`src/rtl/core/clcd_pkg.sv`:
```
// Package for the character LCD bus sequencer: request, beat and config types,
// request codes, and the beat decode used by the sequencer core.
// No dependencies.
`timescale 1ns / 1ps

package clcd_pkg;

    localparam int IDX_W = 4;
    localparam logic [IDX_W-1:0] MAX_BEAT_IDX = 4'd13;

    localparam logic [1:0] MODE_CHAR   = 2'd0;
    localparam logic [1:0] MODE_CMD    = 2'd1;
    localparam logic [1:0] MODE_CURSOR = 2'd2;
    localparam logic [1:0] MODE_INIT   = 2'd3;

    localparam logic [1:0] WAIT_NONE  = 2'd0;
    localparam logic [1:0] WAIT_LONG  = 2'd1;
    localparam logic [1:0] WAIT_SHORT = 2'd2;
    localparam logic [1:0] WAIT_CLEAR = 2'd3;

    localparam int CFG_IDX_W = 2;
    localparam logic [CFG_IDX_W-1:0] CFG_IDX_FOUR = 2'd0;
    localparam logic [CFG_IDX_W-1:0] CFG_IDX_ROWS = 2'd1;

    localparam logic [7:0] CMD_SET_DDRAM   = 8'h80;
    localparam logic [7:0] CMD_FUNC_8BIT   = 8'h30;
    localparam logic [7:0] CMD_FUNC_4BIT   = 8'h20;
    localparam logic [7:0] CMD_FUNC_2LINE  = 8'h08;
    localparam logic [7:0] CMD_DISPLAY_ON  = 8'h0C;
    localparam logic [7:0] CMD_ENTRY_MODE  = 8'h06;
    localparam logic [7:0] CMD_SHIFT       = 8'h14;
    localparam logic [7:0] CMD_CLEAR       = 8'h01;
    localparam logic [7:0] NIB_WAKE        = 8'h03;
    localparam logic [7:0] NIB_GO_4BIT     = 8'h02;

    typedef struct packed {
        logic       use_four;
        logic [4:0] rows;
    } t_cfg;

    typedef struct packed {
        logic       is_init;
        logic       rs;
        logic [7:0] val;
    } t_req;

    typedef struct packed {
        logic       rs;
        logic [7:0] val;
        logic [1:0] wait_cls;
        logic       last;
    } t_beat;

    function automatic logic [7:0] row_base(input logic [1:0] row);
        logic [7:0] b;
        case (row)
            2'd0:    b = 8'h00;
            2'd1:    b = 8'h40;
            2'd2:    b = 8'h14;
            default: b = 8'h54;
        endcase
        return b;
    endfunction

    function automatic t_beat init_beat(input logic [IDX_W-1:0] idx, input t_cfg cfg);
        t_beat      bt;
        logic [IDX_W-1:0] pre;
        logic [IDX_W-1:0] j;
        logic [2:0] k;
        logic       half;
        logic [7:0] b;
        logic [1:0] w;
        bt.rs = 1'b0;
        pre = cfg.use_four ? 4'd4 : 4'd3;
        if (idx < pre) begin
            if (cfg.use_four) begin
                bt.val = (idx == 4'd3) ? NIB_GO_4BIT : NIB_WAKE;
            end else begin
                bt.val = CMD_FUNC_8BIT;
            end
            bt.wait_cls = WAIT_LONG;
            bt.last     = 1'b0;
        end else begin
            // skip the function-set slot (one byte) on a single-line display
            j    = idx - pre + ((cfg.rows > 5'd1) ? 4'd0 : (cfg.use_four ? 4'd2 : 4'd1));
            half = j[0];
            k    = cfg.use_four ? j[3:1] : j[2:0];
            case (k)
                3'd0: begin
                    b = (cfg.use_four ? CMD_FUNC_4BIT : CMD_FUNC_8BIT) | CMD_FUNC_2LINE;
                    w = WAIT_LONG;
                end
                3'd1: begin
                    b = CMD_DISPLAY_ON;
                    w = WAIT_SHORT;
                end
                3'd2: begin
                    b = CMD_ENTRY_MODE;
                    w = WAIT_SHORT;
                end
                3'd3: begin
                    b = CMD_SHIFT;
                    w = WAIT_SHORT;
                end
                default: begin
                    b = CMD_CLEAR;
                    w = WAIT_CLEAR;
                end
            endcase
            if (cfg.use_four) begin
                bt.val      = half ? {4'h0, b[3:0]} : {4'h0, b[7:4]};
                bt.wait_cls = half ? w : WAIT_NONE;
                bt.last     = (k == 3'd4) && half;
            end else begin
                bt.val      = b;
                bt.wait_cls = w;
                bt.last     = (k == 3'd4);
            end
        end
        return bt;
    endfunction

    function automatic t_beat byte_beat(input t_req req, input logic [IDX_W-1:0] idx,
                                        input logic four);
        t_beat bt;
        bt.rs       = req.rs;
        bt.wait_cls = WAIT_NONE;
        if (four) begin
            bt.val  = idx[0] ? {4'h0, req.val[3:0]} : {4'h0, req.val[7:4]};
            bt.last = idx[0];
        end else begin
            bt.val  = req.val;
            bt.last = 1'b1;
        end
        return bt;
    endfunction

endpackage

```
`src/rtl/core/clcd_beat_gen.sv`:
```
// Request register and beat counter: holds the current request and steps
// through its beats, one per cycle the output stage can take. Uses clcd_pkg.
`timescale 1ns / 1ps

module clcd_beat_gen import clcd_pkg::*; (
    input  logic        i_clk,
    input  logic        i_rst_n,
    input  t_cfg        i_cfg,
    input  logic        i_req_valid,
    output logic        o_req_ready,
    input  logic [1:0]  i_mode,
    input  logic [7:0]  i_byte,
    input  logic [4:0]  i_column,
    input  logic [1:0]  i_row,
    output logic        o_beat_valid,
    input  logic        i_beat_ready,
    output t_beat       o_beat
);

    logic             r_busy, n_busy;
    logic [IDX_W-1:0] r_idx, n_idx;
    logic             r_four, n_four;
    t_req             r_req, n_req;
    logic             w_adv;
    logic             w_acc;

    always_comb begin
        if (r_req.is_init) begin
            o_beat = init_beat(r_idx, i_cfg);
        end else begin
            o_beat = byte_beat(r_req, r_idx, r_four);
        end
    end

    assign o_beat_valid = r_busy;
    assign w_adv        = r_busy && i_beat_ready;
    assign o_req_ready  = !r_busy || (w_adv && o_beat.last);
    assign w_acc        = i_req_valid && o_req_ready;

    always_comb begin
        n_busy = r_busy;
        n_idx  = r_idx;
        n_four = r_four;
        n_req  = r_req;
        if (w_adv) begin
            if (o_beat.last) begin
                n_busy = 1'b0;
            end else begin
                n_idx = r_idx + 4'd1;
            end
        end
        if (w_acc) begin
            n_busy      = 1'b1;
            n_idx       = '0;
            n_req.is_init = (i_mode == MODE_INIT);
            n_req.rs    = (i_mode == MODE_CHAR);
            case (i_mode)
                MODE_CURSOR: n_req.val = (CMD_SET_DDRAM | row_base(i_row)) + {3'd0, i_column};
                default:     n_req.val = i_byte;
            endcase
            // 4-bit transfers take effect once the wake-up beats are out
            if (i_mode == MODE_INIT) begin
                n_four = i_cfg.use_four;
            end
        end
    end

    always_ff @(posedge i_clk) begin
        if (!i_rst_n) begin
            r_busy <= 1'b0;
            r_idx  <= '0;
            r_four <= 1'b0;
        end else begin
            r_busy <= n_busy;
            r_idx  <= n_idx;
            r_four <= n_four;
        end
        r_req <= n_req;
    end

    a_idx_range: assert property (@(posedge i_clk) disable iff (!i_rst_n)
        r_idx <= MAX_BEAT_IDX)
        else $error("beat index out of range");

    a_hold_on_stall: assert property (@(posedge i_clk) disable iff (!i_rst_n)
        r_busy && !i_beat_ready |=> r_busy && $stable(r_idx))
        else $error("beat counter moved while stalled");

    a_accept_at_end: assert property (@(posedge i_clk) disable iff (!i_rst_n)
        w_acc && r_busy |-> w_adv && o_beat.last)
        else $error("request taken before previous request finished");

    a_byte_short: assert property (@(posedge i_clk) disable iff (!i_rst_n)
        r_busy && !r_req.is_init |-> r_idx <= 4'd1)
        else $error("byte request ran past two beats");

endmodule

```
`src/rtl/core/clcd_out_reg.sv`:
```
// Output register for bus beats: takes a new beat whenever empty or being
// drained. Uses clcd_pkg.
`timescale 1ns / 1ps

module clcd_out_reg import clcd_pkg::*; (
    input  logic  i_clk,
    input  logic  i_rst_n,
    input  logic  i_valid,
    output logic  o_ready,
    input  t_beat i_beat,
    output logic  o_valid,
    input  logic  i_ready,
    output t_beat o_beat
);

    logic  r_valid;
    t_beat r_beat;

    assign o_ready = !r_valid || i_ready;
    assign o_valid = r_valid;
    assign o_beat  = r_beat;

    always_ff @(posedge i_clk) begin
        if (!i_rst_n) begin
            r_valid <= 1'b0;
        end else if (o_ready) begin
            r_valid <= i_valid;
        end
        if (o_ready && i_valid) begin
            r_beat <= i_beat;
        end
    end

endmodule

```
`src/rtl/core/char_lcd_bus_sequencer.sv`:
```
// Top level of the character LCD bus sequencer: config registers, beat
// generator and output register. Uses clcd_pkg, clcd_beat_gen, clcd_out_reg.
//
//  channel   dir  tdata                              tuser / tlast
//  s_axis    in   byte_value[7:0] column[12:8]       tuser: mode[1:0]
//                 row[14:13]
//  m_axis    out  bus_value[7:0] wait_class[9:8]     tuser: register_select
//                                                    tlast: last_beat
//  cfg       in   i_cfg_idx, i_cfg_data[4:0]         write on i_cfg_we
//
// At most one beat leaves per cycle, when m_axis is not stalled: a byte request is one beat
// on an 8-bit bus and two on a 4-bit bus, initialization 7 to 14 beats, counted by the beat counter.
// The next request is taken in the cycle its predecessor's last beat moves on.
// Reset is synchronous, active low: 8-bit bus, two rows, outputs empty.
// A stall on m_axis holds the output register and the beat counter.
`timescale 1ns / 1ps

module char_lcd_bus_sequencer import clcd_pkg::*; (
    input  logic                 i_clk,
    input  logic                 i_rst_n,
    input  logic                 i_s_axis_tvalid,
    output logic                 o_s_axis_tready,
    input  logic [15:0]          i_s_axis_tdata,   // byte_value, column, row, pad
    input  logic [1:0]           i_s_axis_tuser,   // mode
    output logic                 o_m_axis_tvalid,
    input  logic                 i_m_axis_tready,
    output logic [15:0]          o_m_axis_tdata,   // bus_value, wait_class, pad
    output logic                 o_m_axis_tuser,   // register_select
    output logic                 o_m_axis_tlast,   // last_beat
    input  logic                 i_cfg_we,
    input  logic [CFG_IDX_W-1:0] i_cfg_idx,
    input  logic [4:0]           i_cfg_data
);

    t_cfg  r_cfg;
    logic  w_beat_valid;
    logic  w_beat_ready;
    t_beat w_beat;
    t_beat w_out;

    always_ff @(posedge i_clk) begin
        if (!i_rst_n) begin
            r_cfg.use_four <= 1'b0;
            r_cfg.rows     <= 5'd2;
        end else if (i_cfg_we) begin
            case (i_cfg_idx)
                CFG_IDX_FOUR: r_cfg.use_four <= i_cfg_data[0];
                CFG_IDX_ROWS: r_cfg.rows     <= i_cfg_data;
                default:      ;
            endcase
        end
    end

    clcd_beat_gen u_gen (
        .i_clk        (i_clk),
        .i_rst_n      (i_rst_n),
        .i_cfg        (r_cfg),
        .i_req_valid  (i_s_axis_tvalid),
        .o_req_ready  (o_s_axis_tready),
        .i_mode       (i_s_axis_tuser),
        .i_byte       (i_s_axis_tdata[7:0]),
        .i_column     (i_s_axis_tdata[12:8]),
        .i_row        (i_s_axis_tdata[14:13]),
        .o_beat_valid (w_beat_valid),
        .i_beat_ready (w_beat_ready),
        .o_beat       (w_beat)
    );

    clcd_out_reg u_out (
        .i_clk   (i_clk),
        .i_rst_n (i_rst_n),
        .i_valid (w_beat_valid),
        .o_ready (w_beat_ready),
        .i_beat  (w_beat),
        .o_valid (o_m_axis_tvalid),
        .i_ready (i_m_axis_tready),
        .o_beat  (w_out)
    );

    assign o_m_axis_tdata = {6'd0, w_out.wait_cls, w_out.val};
    assign o_m_axis_tuser = w_out.rs;
    assign o_m_axis_tlast = w_out.last;

endmodule

```
`config.mk`:
```
export PLATFORM = sky130hd
export DESIGN_NAME = char_lcd_bus_sequencer
export DESIGN_NICKNAME = d
export VERILOG_FILES = /design/src/rtl/core/clcd_pkg.sv /design/src/rtl/core/clcd_beat_gen.sv /design/src/rtl/core/clcd_out_reg.sv /design/src/rtl/core/char_lcd_bus_sequencer.sv
export SDC_FILE = /design/constraint.sdc
export NUM_CORES = 1
export LEC_CHECK = 0
export BUFFER_PORTS_ARGS = -buffer_cell sky130_fd_sc_hd__buf_2
export CORE_MARGIN = 4
export CORE_UTILIZATION = 40
export DETAILED_ROUTE_END_ITERATION = 8
export GPL_TIMING_DRIVEN = 0
export PLACE_DENSITY_LB_ADDON = 0.15
export SLEW_MARGIN = 25
export SYNTH_ARGS = -nofsm -noshare
export SYNTH_HDL_FRONTEND = slang
export SYNTH_SLANG_ARGS = --single-unit
```
`constraint.sdc`:
```
create_clock -name i_clk -period 3.25 [get_ports i_clk]
set_input_delay 0.4875 -clock i_clk [delete_from_list [all_inputs] [get_ports i_clk]]
set_output_delay 0.4875 -clock i_clk [all_outputs]
set_load 0.02 [all_outputs]
```
* After elaboration in Yosys (flattened, before gate mapping)
Index checks and enable logic that the tools add are counted.
** Storage, ports and cells
- Register bits :: 35
** Cells by class
- Equal/unequal tests :: 10
- Reduce and logical (&&, ||, !) cells :: 22
- Bitwise logic cells :: 3
- Order comparisons :: 2
- Add/subtract/negate cells :: 4
- Multiplexer cells :: 24
** Operator list (count)
- 11-bit two-way mux :: 3
- 8-bit case mux with 4 select lines :: 1
- 8-bit two-way mux :: 3
- 7-bit case mux with 3 select lines :: 1
- 7-bit two-way mux :: 2
- 4-bit two-way mux :: 3
- 2-bit AND reduction :: 5
- 8-bit by 5-bit adder with 8-bit output :: 1
- 2-bit == test (second input constant) :: 3
- 3-bit by 2-bit == test with 1-bit output (second input constant) :: 2
- 2-bit logical NOT :: 3
- 3-bit two-way mux :: 2
- 5-bit by 1-bit > comparator with 1-bit output (second input constant) :: 1
- 1-bit two-way mux :: 5
- 5-bit two-way mux :: 1
- 4-bit by 1-bit adder with 4-bit output (second input constant) :: 1
- 4-bit adder :: 1
- 2-bit by 1-bit == test with 1-bit output (second input constant) :: 2
- 4-bit by 2-bit == test with 1-bit output (second input constant) :: 1
- 1-bit logical AND :: 4
- 4-bit less-than comparator :: 1
- 2-bit two-way mux :: 2
- 2-bit case mux with 2 select lines :: 1
- 2-bit nonzero test :: 2
- other kinds (9) :: 14

* Logic depth before layout (Yosys ltp)
- Depth after elaboration :: 17
- Mapped depth :: 16
- Gate-level depth less buffers :: 13

* By module
From an unflattened synthesis, not the netlist that was laid out.
** Unflattened totals
- Cells, all modules :: 204
- Area total of the unflattened synthesis :: 2082.0 um2
** By module, submodules not included
- clcd_beat_gen :: times used 1, seq. area each 420.4 um2, area each 1358.8 um2, cells each 153
- clcd_out_reg :: times used 1, seq. area each 380.4 um2, area each 417.9 um2, cells each 17
- char_lcd_bus_sequencer :: times used 1, seq. area each 120.1 um2, area each 305.3 um2, cells each 34

* Least setup slack after synthesis
Ideal clock, no wire load.
- Path type :: reg2reg
- From :: reg r_cfg[5] (netlist name)
- To :: reg u_gen.r_req[0] (netlist name), enable pin
- Setup slack :: -0.509 ns
- Data arrival time :: 3.415 ns
- Stages on the path, launching flop included :: 15
- Buffers on the path :: 2
- Library setup time :: 0.343 ns
- Path through :: dfxtp_1 buf_4 clkbuf_1 inv_1 ha_1 inv_1 ha_1 inv_1 fa_1 xnor2_2 a211oi_4 and4_4 a21boi_4 o21ai_2 and2_1
** Between the ends
- Word-level cells in the longest chain between the ends :: 12
** Ends and longest elaborated chain
- start: declaration :: line char_lcd_bus_sequencer.sv:35 : t_cfg r_cfg;
- 3-bit two-way mux or 2-bit two-way mux (tied branches) :: line clcd_pkg.sv:74, clcd_pkg.sv:85
- 4-bit subtractor or 4-bit two-way mux (tied branches) :: line clcd_pkg.sv:85 : j = idx - pre + ((cfg.rows > 5'd1) ? 4'd0 : (cfg.use_four ? 4'd2 : 4'd1));
- 4-bit adder :: line clcd_pkg.sv:85
- 3-bit two-way mux :: line clcd_pkg.sv:87 : k = cfg.use_four ? j[3:1] : j[2:0];
- 3-bit == test :: line clcd_pkg.sv:113, clcd_pkg.sv:117
- 1-bit logical AND :: line clcd_pkg.sv:113 : bt.last = (k == 3'd4) && half;
- 11-bit two-way mux :: line clcd_pkg.sv:110 : if (cfg.use_four) begin
- 11-bit two-way mux * :: line clcd_pkg.sv:75 : if (idx < pre) begin
- 11-bit two-way mux * :: line clcd_beat_gen.sv:28 : if (r_req.is_init) begin
- 1-bit logical AND * :: line clcd_beat_gen.sv:37 : assign o_req_ready = !r_busy || (w_adv && o_beat.last);
- 1-bit logical OR * :: line clcd_beat_gen.sv:37
- named net o_s_axis_tready :: line char_lcd_bus_sequencer.sv:22 : output logic o_s_axis_tready,
- 1-bit logical AND * :: line clcd_beat_gen.sv:38 : assign w_acc = i_req_valid && o_req_ready;
- end signal: assignment :: line clcd_beat_gen.sv:78 : r_req <= n_req;
- end: declaration :: line clcd_beat_gen.sv:23 : t_req r_req, n_req;
Mark *: on every way through the listed nets, which the timed path passes. The rest lies on a longest branch.
A chain may end at the register's enable or synchronous reset.

* Worst setup path after layout
- From :: reg r_cfg[3] (netlist name)
- To :: out o_s_axis_tready
** Between the ends
- Word-level cells in the longest chain between the ends :: 11
** Ends and longest elaborated chain (line)
- 5-bit by 1-bit > comparator with 1-bit output * :: clcd_pkg.sv:85
- 4-bit two-way mux * :: clcd_pkg.sv:85
- 4-bit adder * :: clcd_pkg.sv:85
- 3-bit two-way mux :: clcd_pkg.sv:87
- 3-bit == test :: clcd_pkg.sv:113, clcd_pkg.sv:117
- 1-bit logical AND :: clcd_pkg.sv:113
- 11-bit two-way mux * :: clcd_pkg.sv:110
- 11-bit two-way mux * :: clcd_pkg.sv:75
- 11-bit two-way mux * :: clcd_beat_gen.sv:28
- 1-bit logical AND * :: clcd_beat_gen.sv:37
- 1-bit logical OR * :: clcd_beat_gen.sv:37
- end: declaration :: char_lcd_bus_sequencer.sv:22
Mark *: on every way between the ends. The rest lies on a longest branch, timed or not.

==> impl_metrics.ini <==
[cells_and_area]
layout_commonest_cell = buf_2
final_core_util_pct = 53.7
drive_gt1_share_pct = 40.5
fin_nets = 306
syn_to_final_growth_pct = 30.7
mostFrequentLayoutCells = buf_2, edfxtp_1, buf_4
n_fill_cell = 477
multi_input_area_sq_um = 1170
regArea_sq_um = 903
antennaDiodeCount = 0

[worst_setup_path]
cp.required_ns = 2.76
critPathKind = flip-flop to output port
start_kind = flip-flop
worst-path-max-fanout = 3
crit_path_end_kind = output port
arrival_ns = 2.81

[power]
total_power_mw = 0.996
p_leak_nw = 1.14
peakVddDrop_uv = 248
pwr_density_cell_nw_per_um2 = 366

[clock_network]
clock_sinks = 34
root_buffer = clkbuf_8
cts_tree = yes
cts_buffers = 5
path_clk_slew_ns = 0.07
htree_levels = 2
clockBufferDepth = 2
insertion_delay_ns = 0.28

[global_routing]
gr-total-overflow = 0
grt_busiest_layer = met2
gr-usage-met3_pct = 3.36
antenna_found_initial = 0
use_met1_pct = 18.4
grtUsageTotal_pct = 13.7
grt_max_degree = 13
grt_pass1_vias = 1525
use_met2_pct = 22.1
grt_pass1_wl_mm = 6.90

[sta]
finClkSkew_ns = 0.00341
final.setup.tns_ns = -0.0439
post-route-period-util_pct = 101
rsz0062_at_grt = yes
min_period_ns = 3.29
hold_violations = 0
layout_setup_ws_ns = -0.0439
setup_violations = 1
fmax_mhz = 304
maxSlewViolCount = 0

[route]
vias = 1604
wl_mm = 4.21
drt_iter0_markers = 74
drcViolationCount = 0
vias_per_cell = 4.80
dr.pass1.iters = 4
postRouteAntennaNets = 0
post_drt_wl_per_cell_um = 12.6

[logic_synthesis]
yosysWarnings = 0
synth_area_per_cell_sq_um = 10.6
syn_inst = 197
ys_types = 54
synthArstFlopShare_pct = 0
synth_edf_count = 22
syn_area_sq_um = 2080
yosysSeqAreaShare_pct = 43.2
synthFlopType = edfxtp_1
synth-seq-cells = 34

[worst_hold_path]
hp-class = primary input to flip-flop

[floorplanning]
die-height_um = 80.2
io_pins = 50
core_sq_um = 5070
die_w_um = 80.2
start_util_pct = 41.1
dieArea_sq_um = 6430
fp-row-count = 26

[place]
gp_congestion = 0.801
hpwl_mm = 3.01
io_buffers = 41

[outcome]
status = complete, but fails checks
failed_checks = setup timing

[job]
maxCapViolations = 0
where the power goes:
part | total, mW | switching (mW) | internal [mW]
combinational | 0.194 | 0.102 | 0.0923
sequential | 0.501 | 0.0122 | 0.489
clock | 0.301 | 0.154 | 0.147
total | 0.996 | 0.268 | 0.727
critical path: stages (launching register included):
cell and delay, ns:
dfxtp_2 0.34, nor4_4 0.39, and2_4 0.23, ha_4 0.13, inv_2 0.04, fa_2 0.37
xnor2_4 0.17, a211oi_4 0.23, and4_4 0.28, a21boi_4 0.07, o21ai_4 0.14, buf_6 0.14
path summary, 6_finish.rpt:
kind	slack, ns	depth (start not counted)	start	endpoint
min reg2reg	0.49	2	u_gen.r_four	u_gen.r_four
min	0.43	3	i_cfg_data[1]	r_cfg[1]
max	-0.04	11	r_cfg[3]	o_s_axis_tready
max reg2reg	0.14	13	r_cfg[3]	u_gen.r_req[1]
stage by stage:
step	setup slack (ns)	cells	area, sq um	hold slack (ns)
6_report	-0.0439	334	2720	0.427
5_1_grt	-0.138	334	2720	0.441
4_1_cts	-0.133	332	2700	0.417
3_5_place_dp	-0.310	313	2440	0.480
3_3_place_gp	-0.341	313	2440	0.471
2_1_floorplan	0.00629	202	2140	0.445
sequential cells by signal, summed over array words and instances, names as in the netlist:
register / count
u_out.o_beat: 12
u_gen.r_req: 10
r_cfg: 5
u_gen.o_beat_valid: 1
u_out.o_valid: 1
u_gen.r_four: 1
u_gen.r_idx: 4
kinds of logic (layout without fill, tap and decap cells):
group,count (synthesis),after routing,share of synthesized area (%)
flops,34,34,43.2
buf+inv,28,90,6.66
other cells,1,6,0.180
compound gates,39,39,15.4
mux,14,14,7.14
xor+xnor,6,6,2.88
fa+ha+maj,13,13,8.16
simple gates,62,62,16.3
repair_timing:
item	in CTS	in global routing
resized for setup	20	2
endpoints found under the setup margin	11	1
pin swaps	9	11
gates cloned	0	0
buffers inserted	11	4
hold buffers	0	0
final cells by class:
type                    instances  share of cell area [%]
plain buffers                  13                    3.40
flip-flops and latches         34                    33.2
clock inverters                 3                   0.597
repair buffers                 56                    12.0
clock buffers                   5                    2.53
multi-input cells             140                    43.1
inverters                      13                    1.93
well taps                      70                    3.22
metal layers:
metal | vias to the layer above | part of all wire (%)
met5 | - | 0
met4 | 0 | 0.95
met3 | 5 | 5.2
met1 | 737 | 46
li1 | 817 | -
met2 | 45 | 47
synthesized netlist by cell type, types with 2 or more instances:
cell type  count  share of area [%]
a21boi_1       2               0.72
a21oi_1       10                2.4
and2_1         4                1.2
buf_4          7                2.5
clkbuf_1       7                1.3
dfxtp_1       12                 12
edfxtp_1      22                 32
ha_1          12                7.2
inv_1         12                2.2
mux2_2         7                3.8
mux2i_1        7                3.4
nand2_1       16                2.9
nand2b_1       9                2.7
nand3_1        4               0.96
nand3b_1       3                1.1
nor2_1         9                1.6
nor2b_1        7                2.1
o21ai_0        5                1.2
o21ai_1        2               0.48
o22ai_1        2               0.60
xnor2_1        5                2.1
Note: power is estimated with default switching activity, not from simulation.
